[config.mk]
export PLATFORM = sky130hd
export DESIGN_NAME = pid_position_step
export DESIGN_NICKNAME = d
export VERILOG_FILES = /design/src/rtl/pid_pkg.sv /design/src/rtl/pid_position_step.sv
export SDC_FILE = /design/constraint.sdc
export NUM_CORES = 2
export LEC_CHECK = 0
export ABC_AREA = 1
export BUFFER_PORTS_ARGS = -buffer_cell sky130_fd_sc_hd__buf_2
export CORE_MARGIN = 2
export CORE_UTILIZATION = 60
export DETAILED_ROUTE_END_ITERATION = 6
export PLACE_DENSITY = 0.77
export SYNTH_ARGS = -nofsm -noshare
export SYNTH_HDL_FRONTEND = slang
export SYNTH_SLANG_ARGS = --single-unit
[constraint.sdc]
create_clock -name clk_i -period 9.1 [get_ports clk_i]
set_input_delay 1.82 -clock clk_i [delete_from_list [all_inputs] [get_ports clk_i]]
set_output_delay 1.82 -clock clk_i [all_outputs]
set_load 0.05 [all_outputs]
[src/rtl/pid_pkg.sv]
// ----------------------------------------------------------------------------
// pid_pkg: shared types and constants for the PID position step
// Microcode word layout, the program table, widths and saturation helpers.
// ----------------------------------------------------------------------------
package pid_pkg;

  localparam int COUNT_W_DEF = 16;
  localparam int COUNT_W_MAX = 32;

  localparam int GAIN_W = 16;
  localparam int POS_W  = 16;
  localparam int ERR_W  = 17;
  localparam int PREV_W = 18;
  localparam int SUM_W  = 32;
  localparam int DRV_W  = 32;

  // shared multiplier: 17-bit signed by 33-bit signed
  localparam int MUL_A_W = 17;
  localparam int MUL_B_W = COUNT_W_MAX + 1;
  localparam int PROD_W  = MUL_A_W + MUL_B_W;
  localparam int ACC_W   = PROD_W - 8;

  localparam logic [MUL_A_W-1:0] SCALE_Q16   = 17'd60495;
  localparam logic [POS_W-1:0]   TARGET_RST  = 16'd50;
  localparam logic signed [ERR_W-1:0] ERR_MAX = 17'sd65535;
  localparam logic signed [ERR_W-1:0] ERR_MIN = -17'sd65535;

  // configuration register indexes
  localparam int CFG_AW = 2;
  typedef enum logic [CFG_AW-1:0] {
    REG_PROP_GAIN   = 2'd0,
    REG_INTEG_GAIN  = 2'd1,
    REG_DERIV_GAIN  = 2'd2,
    REG_TARGET_POS  = 2'd3
  } cfg_reg_e;

  // sequencer program
  localparam int STEP_W = 3;
  localparam logic [STEP_W-1:0] STEP_WAIT  = 3'd0;
  localparam logic [STEP_W-1:0] STEP_SCALE = 3'd1;
  localparam logic [STEP_W-1:0] STEP_ERR   = 3'd2;
  localparam logic [STEP_W-1:0] STEP_MULP  = 3'd3;
  localparam logic [STEP_W-1:0] STEP_MULI  = 3'd4;
  localparam logic [STEP_W-1:0] STEP_MULD  = 3'd5;
  localparam logic [STEP_W-1:0] STEP_ACCD  = 3'd6;
  localparam logic [STEP_W-1:0] STEP_WB    = 3'd7;

  typedef enum logic [1:0] {
    MUL_SCALE = 2'd0,
    MUL_PROP  = 2'd1,
    MUL_INTEG = 2'd2,
    MUL_DERIV = 2'd3
  } mul_sel_e;

  typedef enum logic [1:0] {
    ACC_HOLD = 2'd0,
    ACC_CLR  = 2'd1,
    ACC_ADD  = 2'd2
  } acc_op_e;

  typedef enum logic [1:0] {
    COND_NONE     = 2'd0,
    COND_NO_IN    = 2'd1,
    COND_OUT_BUSY = 2'd2
  } cond_e;

  typedef struct packed {
    mul_sel_e          mul_sel;
    logic              mul_en;
    logic              err_ld;
    acc_op_e           acc_op;
    logic              wb;
    cond_e             cond;
    logic [STEP_W-1:0] target;
  } ctrl_t;

  // control store; falling through the last step wraps to STEP_WAIT
  function automatic ctrl_t ucode(input logic [STEP_W-1:0] step);
    ctrl_t c;
    c = '{mul_sel: MUL_SCALE, mul_en: 1'b0, err_ld: 1'b0, acc_op: ACC_HOLD,
          wb: 1'b0, cond: COND_NONE, target: STEP_WAIT};
    unique case (step)
      STEP_WAIT: begin
        c.cond   = COND_NO_IN;
        c.target = STEP_WAIT;
      end
      STEP_SCALE: begin
        c.mul_sel = MUL_SCALE;
        c.mul_en  = 1'b1;
      end
      STEP_ERR: begin
        c.err_ld = 1'b1;
      end
      STEP_MULP: begin
        c.mul_sel = MUL_PROP;
        c.mul_en  = 1'b1;
        c.acc_op  = ACC_CLR;
      end
      STEP_MULI: begin
        c.mul_sel = MUL_INTEG;
        c.mul_en  = 1'b1;
        c.acc_op  = ACC_ADD;
      end
      STEP_MULD: begin
        c.mul_sel = MUL_DERIV;
        c.mul_en  = 1'b1;
        c.acc_op  = ACC_ADD;
      end
      STEP_ACCD: begin
        c.acc_op = ACC_ADD;
      end
      STEP_WB: begin
        c.wb     = 1'b1;
        c.cond   = COND_OUT_BUSY;
        c.target = STEP_WB;
      end
      default: begin
        c.cond   = COND_NONE;
      end
    endcase
    return c;
  endfunction

  function automatic logic signed [DRV_W-1:0] sat_acc(input logic signed [ACC_W-1:0] x);
    logic signed [ACC_W-1:0] hi;
    logic signed [ACC_W-1:0] lo;
    hi = ACC_W'(32'sh7fffffff);
    lo = ACC_W'(32'sh80000000);
    if (x > hi)      return 32'sh7fffffff;
    else if (x < lo) return 32'sh80000000;
    else             return x[DRV_W-1:0];
  endfunction

  function automatic logic signed [SUM_W-1:0] sat_sum(input logic signed [SUM_W+1:0] x);
    logic signed [SUM_W+1:0] hi;
    logic signed [SUM_W+1:0] lo;
    hi = 34'sd2147483647;
    lo = -34'sd2147483648;
    if (x > hi)      return 32'sh7fffffff;
    else if (x < lo) return 32'sh80000000;
    else             return x[SUM_W-1:0];
  endfunction

endpackage

[src/rtl/pid_position_step.sv]
// ----------------------------------------------------------------------------
// pid_position_step: discrete PID position controller, one tick per word
// Microcoded sequencer around one shared signed multiplier and accumulator.
// ----------------------------------------------------------------------------
// Program (8 steps): an accepted word runs scale, error, P, I, D, accumulate
//   and write-back; the next word is taken only at the wait step. The single
//   shared multiplier is used four times per tick (scale, P, I, D).
// Output register holds a finished word while the next input is accepted;
//   the write-back step waits only if that register is still occupied.
// Reset: asynchronous, active low; gains 0, target 50, error sum and last
//   error 0, sequencer at its wait step, no result pending.
module pid_position_step #(
  parameter int COUNT_WIDTH = pid_pkg::COUNT_W_DEF
) (
  input  logic                              clk_i,
  input  logic                              rst_ni,
  // configuration
  input  logic                              cfg_we_i,
  input  logic [pid_pkg::CFG_AW-1:0]        cfg_addr_i,
  input  logic [15:0]                       cfg_wdata_i,
  // input words
  input  logic                              in_valid_i,
  output logic                              in_ready_o,
  input  logic [COUNT_WIDTH-1:0]            encoder_count_i,
  // result words
  output logic                              out_valid_o,
  input  logic                              out_ready_i,
  output logic signed [pid_pkg::DRV_W-1:0]  drive_value_o,
  output logic signed [pid_pkg::ERR_W-1:0]  position_error_o,
  output logic                              sum_saturated_o
);
  import pid_pkg::*;

  // configuration registers
  logic signed [GAIN_W-1:0] prop_q, integ_q, deriv_q;
  logic [POS_W-1:0]         target_q;

  // controller state
  logic signed [SUM_W-1:0]  sum_q, sum_d;
  logic signed [PREV_W-1:0] prev_q;

  // sequencer
  logic [STEP_W-1:0] pc_q, pc_d;
  ctrl_t             cw;
  logic              jump;

  // datapath
  logic [COUNT_WIDTH-1:0]    count_q;
  logic signed [MUL_A_W-1:0] mul_a;
  logic signed [MUL_B_W-1:0] mul_b;
  logic signed [PROD_W-1:0]  prod_d, prod_q;
  logic signed [ACC_W-1:0]   acc_q;
  logic signed [ERR_W-1:0]   err_q, err_d;
  logic signed [PREV_W-1:0]  diff;
  logic [SUM_W-1:0]          scaled;
  logic signed [SUM_W+1:0]   err_wide;
  logic signed [SUM_W+1:0]   sum_wide;
  logic                      hit;

  // output register
  logic                      out_valid_q;
  logic signed [DRV_W-1:0]   drive_q;
  logic signed [ERR_W-1:0]   perr_q;
  logic                      sat_q;

  logic in_fire, out_busy, wb_fire;

  assign cw       = ucode(pc_q);
  assign in_ready_o = (pc_q == STEP_WAIT);
  assign in_fire  = in_valid_i && in_ready_o;
  assign out_busy = out_valid_q && !out_ready_i;
  assign wb_fire  = cw.wb && !out_busy;

  // ---------------- step counter with conditional jumps ----------------
  always_comb begin
    unique case (cw.cond)
      COND_NONE:     jump = 1'b0;
      COND_NO_IN:    jump = !in_valid_i;
      COND_OUT_BUSY: jump = out_busy;
      default:       jump = 1'b0;
    endcase
    pc_d = jump ? cw.target : pc_q + 1'b1;
  end

  // ---------------- shared multiplier operand select ----------------
  assign diff = PREV_W'(err_q) - prev_q;

  always_comb begin
    unique case (cw.mul_sel)
      MUL_SCALE: begin
        mul_a = $signed(SCALE_Q16);
        mul_b = $signed({1'b0, COUNT_W_MAX'(count_q)});
      end
      MUL_PROP: begin
        mul_a = MUL_A_W'(prop_q);
        mul_b = MUL_B_W'(err_q);
      end
      MUL_INTEG: begin
        mul_a = MUL_A_W'(integ_q);
        mul_b = MUL_B_W'(sum_q);
      end
      MUL_DERIV: begin
        mul_a = MUL_A_W'(deriv_q);
        mul_b = MUL_B_W'(diff);
      end
      default: begin
        mul_a = '0;
        mul_b = '0;
      end
    endcase
  end

  assign prod_d = mul_a * mul_b;

  // ---------------- error: target minus scaled count, clamped ----------------
  // scale product is count * 12/13 in Q16; drop the fraction
  assign scaled   = prod_q[SUM_W+15:16];
  assign err_wide = $signed({18'd0, target_q}) - $signed({2'd0, scaled});

  always_comb begin
    if (err_wide > (SUM_W+2)'(ERR_MAX))      err_d = ERR_MAX;
    else if (err_wide < (SUM_W+2)'(ERR_MIN)) err_d = ERR_MIN;
    else                                     err_d = err_wide[ERR_W-1:0];
  end

  // ---------------- error sum update ----------------
  assign sum_wide = (SUM_W+2)'(sum_q) + (SUM_W+2)'(err_q);
  assign sum_d    = sat_sum(sum_wide);
  assign hit      = (sum_d == 32'sh7fffffff) || (sum_d == 32'sh80000000);

  // ---------------- control registers ----------------
  always_ff @(posedge clk_i or negedge rst_ni) begin
    if (!rst_ni) begin
      pc_q        <= STEP_WAIT;
      out_valid_q <= 1'b0;
      prop_q      <= '0;
      integ_q     <= '0;
      deriv_q     <= '0;
      target_q    <= TARGET_RST;
      sum_q       <= '0;
      prev_q      <= '0;
    end else begin
      pc_q <= pc_d;
      if (wb_fire) begin
        out_valid_q <= 1'b1;
      end else if (out_ready_i) begin
        out_valid_q <= 1'b0;
      end
      if (cfg_we_i) begin
        unique case (cfg_reg_e'(cfg_addr_i))
          REG_PROP_GAIN:  prop_q   <= $signed(cfg_wdata_i);
          REG_INTEG_GAIN: integ_q  <= $signed(cfg_wdata_i);
          REG_DERIV_GAIN: deriv_q  <= $signed(cfg_wdata_i);
          REG_TARGET_POS: target_q <= cfg_wdata_i;
          default: ;
        endcase
      end
      if (wb_fire) begin
        sum_q  <= sum_d;
        prev_q <= PREV_W'(err_q);
      end
    end
  end

  // ---------------- datapath registers (no reset) ----------------
  always_ff @(posedge clk_i) begin
    if (in_fire) begin
      count_q <= encoder_count_i;
    end
    if (cw.mul_en) begin
      prod_q <= prod_d;
    end
    if (cw.err_ld) begin
      err_q <= err_d;
    end
    unique case (cw.acc_op)
      ACC_HOLD: acc_q <= acc_q;
      ACC_CLR:  acc_q <= '0;
      ACC_ADD:  acc_q <= acc_q + prod_q[PROD_W-1:8];  // floor shift by 8
      default:  acc_q <= acc_q;
    endcase
    if (wb_fire) begin
      drive_q <= sat_acc(acc_q);
      perr_q  <= err_q;
      sat_q   <= hit;
    end
  end

  assign out_valid_o      = out_valid_q;
  assign drive_value_o    = drive_q;
  assign position_error_o = perr_q;
  assign sum_saturated_o  = sat_q;

  // ---------------- assertions ----------------
  // an accepted word starts the program at the scale step
  a_start: assert property (@(posedge clk_i) disable iff (!rst_ni)
    in_fire |=> (pc_q == STEP_SCALE))
    else $error("sequencer did not start after accept");

  // write-back never overwrites a result that has not been taken
  a_no_overwrite: assert property (@(posedge clk_i) disable iff (!rst_ni)
    wb_fire |-> (!out_valid_q || out_ready_i))
    else $error("result overwritten");

  // last error tracks the error just delivered
  a_prev: assert property (@(posedge clk_i) disable iff (!rst_ni)
    wb_fire |=> (prev_q == PREV_W'(position_error_o)))
    else $error("last error not updated");

  // error stays inside its clamp
  a_err_rng: assert property (@(posedge clk_i) disable iff (!rst_ni)
    out_valid_o |-> (position_error_o != -17'sd65536))
    else $error("error out of range");

endmodule

==> impl_metrics.env <==
export IMPL_worst_pin_slew_ns=1.181
export IMPL_synthCells=4928
export IMPL_start_util=0.6061
export IMPL_skew_ns=0.01561
export IMPL_synth_area_mm2=0.03823
export IMPL_crit_required_ns=9.46
export IMPL_dieArea_mm2=0.06576
export IMPL_worstSetupEndpointType="flip-flop"
export IMPL_drtIter0Drc=3579
export IMPL_clock_sinks=284
export IMPL_die_h_um=256.4
export IMPL_yosysMostFrequentCell="nand2_1"
export IMPL_critical_path_max_stage_delay_ns=0.60
export IMPL_synthToLayoutAreaGrowth_pct=7.602
export IMPL_pre_cts_slack_ns=0.3149
export IMPL_ant_nets=0
export IMPL_tns_ns=0
export IMPL_slew_viol_final=0
export IMPL_ys_warn_count=0
export IMPL_synthArstFlopShare=0.4120
export IMPL_yosysSeqAreaShare=0.2078
export IMPL_hold_ws_ns=0.4886
export IMPL_path_clk_slew_ns=0.06
export IMPL_firstDrtPassIters=6
export IMPL_hold_buffers=0
export IMPL_h_tree_depth=2
export IMPL_synthTopCellsByCount="1,175 x nand2_1, 1,010 x inv_1, 530 x fa_1"
export IMPL_routed_wl_um=123400
export IMPL_period_needed_ns=8.829
export IMPL_synth_edf_count=167
export IMPL_vias=34060
export IMPL_cts_tree="yes"
export IMPL_avgSynthCellArea_um2=7.758
export IMPL_critPathKind="flip-flop to flip-flop"
export IMPL_cts_made_buffers=36
export IMPL_clk_path_buf_depth=3
export IMPL_antenna_found_initial=2
export IMPL_fp_coreArea_mm2=0.06308
export IMPL_crit_arrival_ns=9.18
export IMPL_rows=92
export IMPL_place_congestion=1.023
export IMPL_synthTopCellsByArea="fa_1 28%, edfxtp_1 13%, nand2_1 12%"
export IMPL_relSlewSlack=0.2106
export IMPL_slowest_stage="a221oi_1"
export IMPL_synthDistinctLibCells=64
export IMPL_grt_max_degree=86
export IMPL_dp_hpwl_um=99910
export IMPL_via_per_inst=5.792
export IMPL_post_drt_wl_per_cell_um=20.98
export IMPL_pin_count=91
export IMPL_hold_viol=0
export IMPL_cp_max_fo=6
export IMPL_final_setup_viol_count=0
export IMPL_clk_latency_ns=0.57
export IMPL_drcViolationCount=0
export IMPL_syn_nets=5722
export IMPL_max_freq_mhz=113.3
export IMPL_grt_pass1_wl_um=194200
export IMPL_worst_hold_path_type="flip-flop to flip-flop"
export IMPL_synth_top_area_cell="fa_1"
export IMPL_setup_slack_ns=0.2712
export IMPL_port_buffers=90
export IMPL_cap_violations=0
export IMPL_die_w_um=256.4
export IMPL_nets=5800
export IMPL_grt_overflow_total=0
export IMPL_grt_pass1_vias=33970
export IMPL_yosys_register_bits=284
export IMPL_status="complete, no violations"
export IMPL_cp_start_kind="flip-flop"
export IMPL_drive_gt1_frac=0.05701
export IMPL_grt_usage=0.3845
export IMPL_netlist_area_leader_share=0.2775
export IMPL_clock_root_buffer="clkbuf_16"
export IMPL_period_share=0.9702
export IMPL_synth_ff_type="edfxtp_1"
export IMPL_post_cts_buffers=0
export IMPL_rsz0062_at_grt="false"
[flip-flops by register name (all words and copies together), names as in the netlist, 17 cells and up]
name,flops
position_error_o,17
sum_q,32
drive_value_o,32
prod_q,42
prev_q,17
err_q,17
acc_q,42
[worst paths after layout]
| path | cells after the start | slack (ns) | from | to |
|---|---|---|---|---|
| max in group asynchronous | 2 | 6.40 | rst_ni | prev_q[5] |
| min in group asynchronous | 1 | 1.33 | rst_ni | sum_q[3] |
| max | 30 | 0.27 | err_q[0] | prod_q[18] |
| max reg2reg | 30 | 0.27 | err_q[0] | prod_q[18] |
| min reg2reg | 2 | 0.49 | prop_q[0] | prop_q[0] |
| min | 2 | 0.49 | prop_q[0] | prop_q[0] |
[layout make-up]
cell class / instances / area (µm²)
antenna: 1 / 2.502
clock buffer: 49 / 1022
clock inverter: 17 / 183.9
fill: 5550 / 21940
inverter: 1023 / 3845
multi-input combinational: 3496 / 26030
sequential: 284 / 7946
tap: 846 / 1059
timing repair buffer: 165 / 1054
[cell usage in the layout, fill, tap and decap left out, types with 38 or more instances in the layout]
| master | instances |
|---|---|
| nor2_1 | 451 |
| inv_1 | 1008 |
| nand3_1 | 155 |
| clkbuf_16 | 38 |
| ha_1 | 225 |
| fa_1 | 530 |
| buf_4 | 73 |
| a21oi_1 | 365 |
| edfxtp_1 | 167 |
| nand2_1 | 1174 |
| dfrtp_1 | 114 |
| xor2_1 | 49 |
| buf_2 | 89 |
| a31oi_1 | 45 |
| o21ai_0 | 247 |
[kinds of logic after synthesis]
family | after synthesis | share of synthesized area
AO/OA/AOI/OAI | 765 | 0.1098
XOR/XNOR | 63 | 0.01443
adder cells (fa/ha/maj) | 755 | 0.3511
buffers and inverters | 1148 | 0.1146
flip-flops | 284 | 0.2078
AND/OR/NAND/NOR | 1913 | 0.2022
[timing repair]
action	in CTS	in global routing
hold endpoints to repair	0	0
resized for setup	0	8
endpoints found under the setup margin	0	29
[metal layers]
layer  vias up  share of wire  global-route usage
met1     16340           0.40              0.5195
met5         -              0                   0
met2      1826           0.44              0.5905
met3       392           0.11             0.09144
li1      15510              -                   -
met4         0          0.054              0.1765
[worst max-delay path, delay by kind of cell (launching register included)]
family	cells	cell delay, ns
compound gates	8	2.35
xor+xnor	2	0.47
fa+ha+maj	9	3.94
buf+inv	7	0.96
flops	1	0.55
simple gates	4	0.34
[stage by stage]
stage               cells  cell area (µm²)  utilization
floorplan            4928            38230            -
global placement     5814            39890       0.6324
detailed placement   5814            39890       0.6324
CTS                  5880            41100       0.6515
global route         5880            41140       0.6521
finish               5881            41140       0.6522
Power is left out: the tool's default activity adds up to more than one toggle a clock period on the data nets, which glitch-free logic cannot reach.
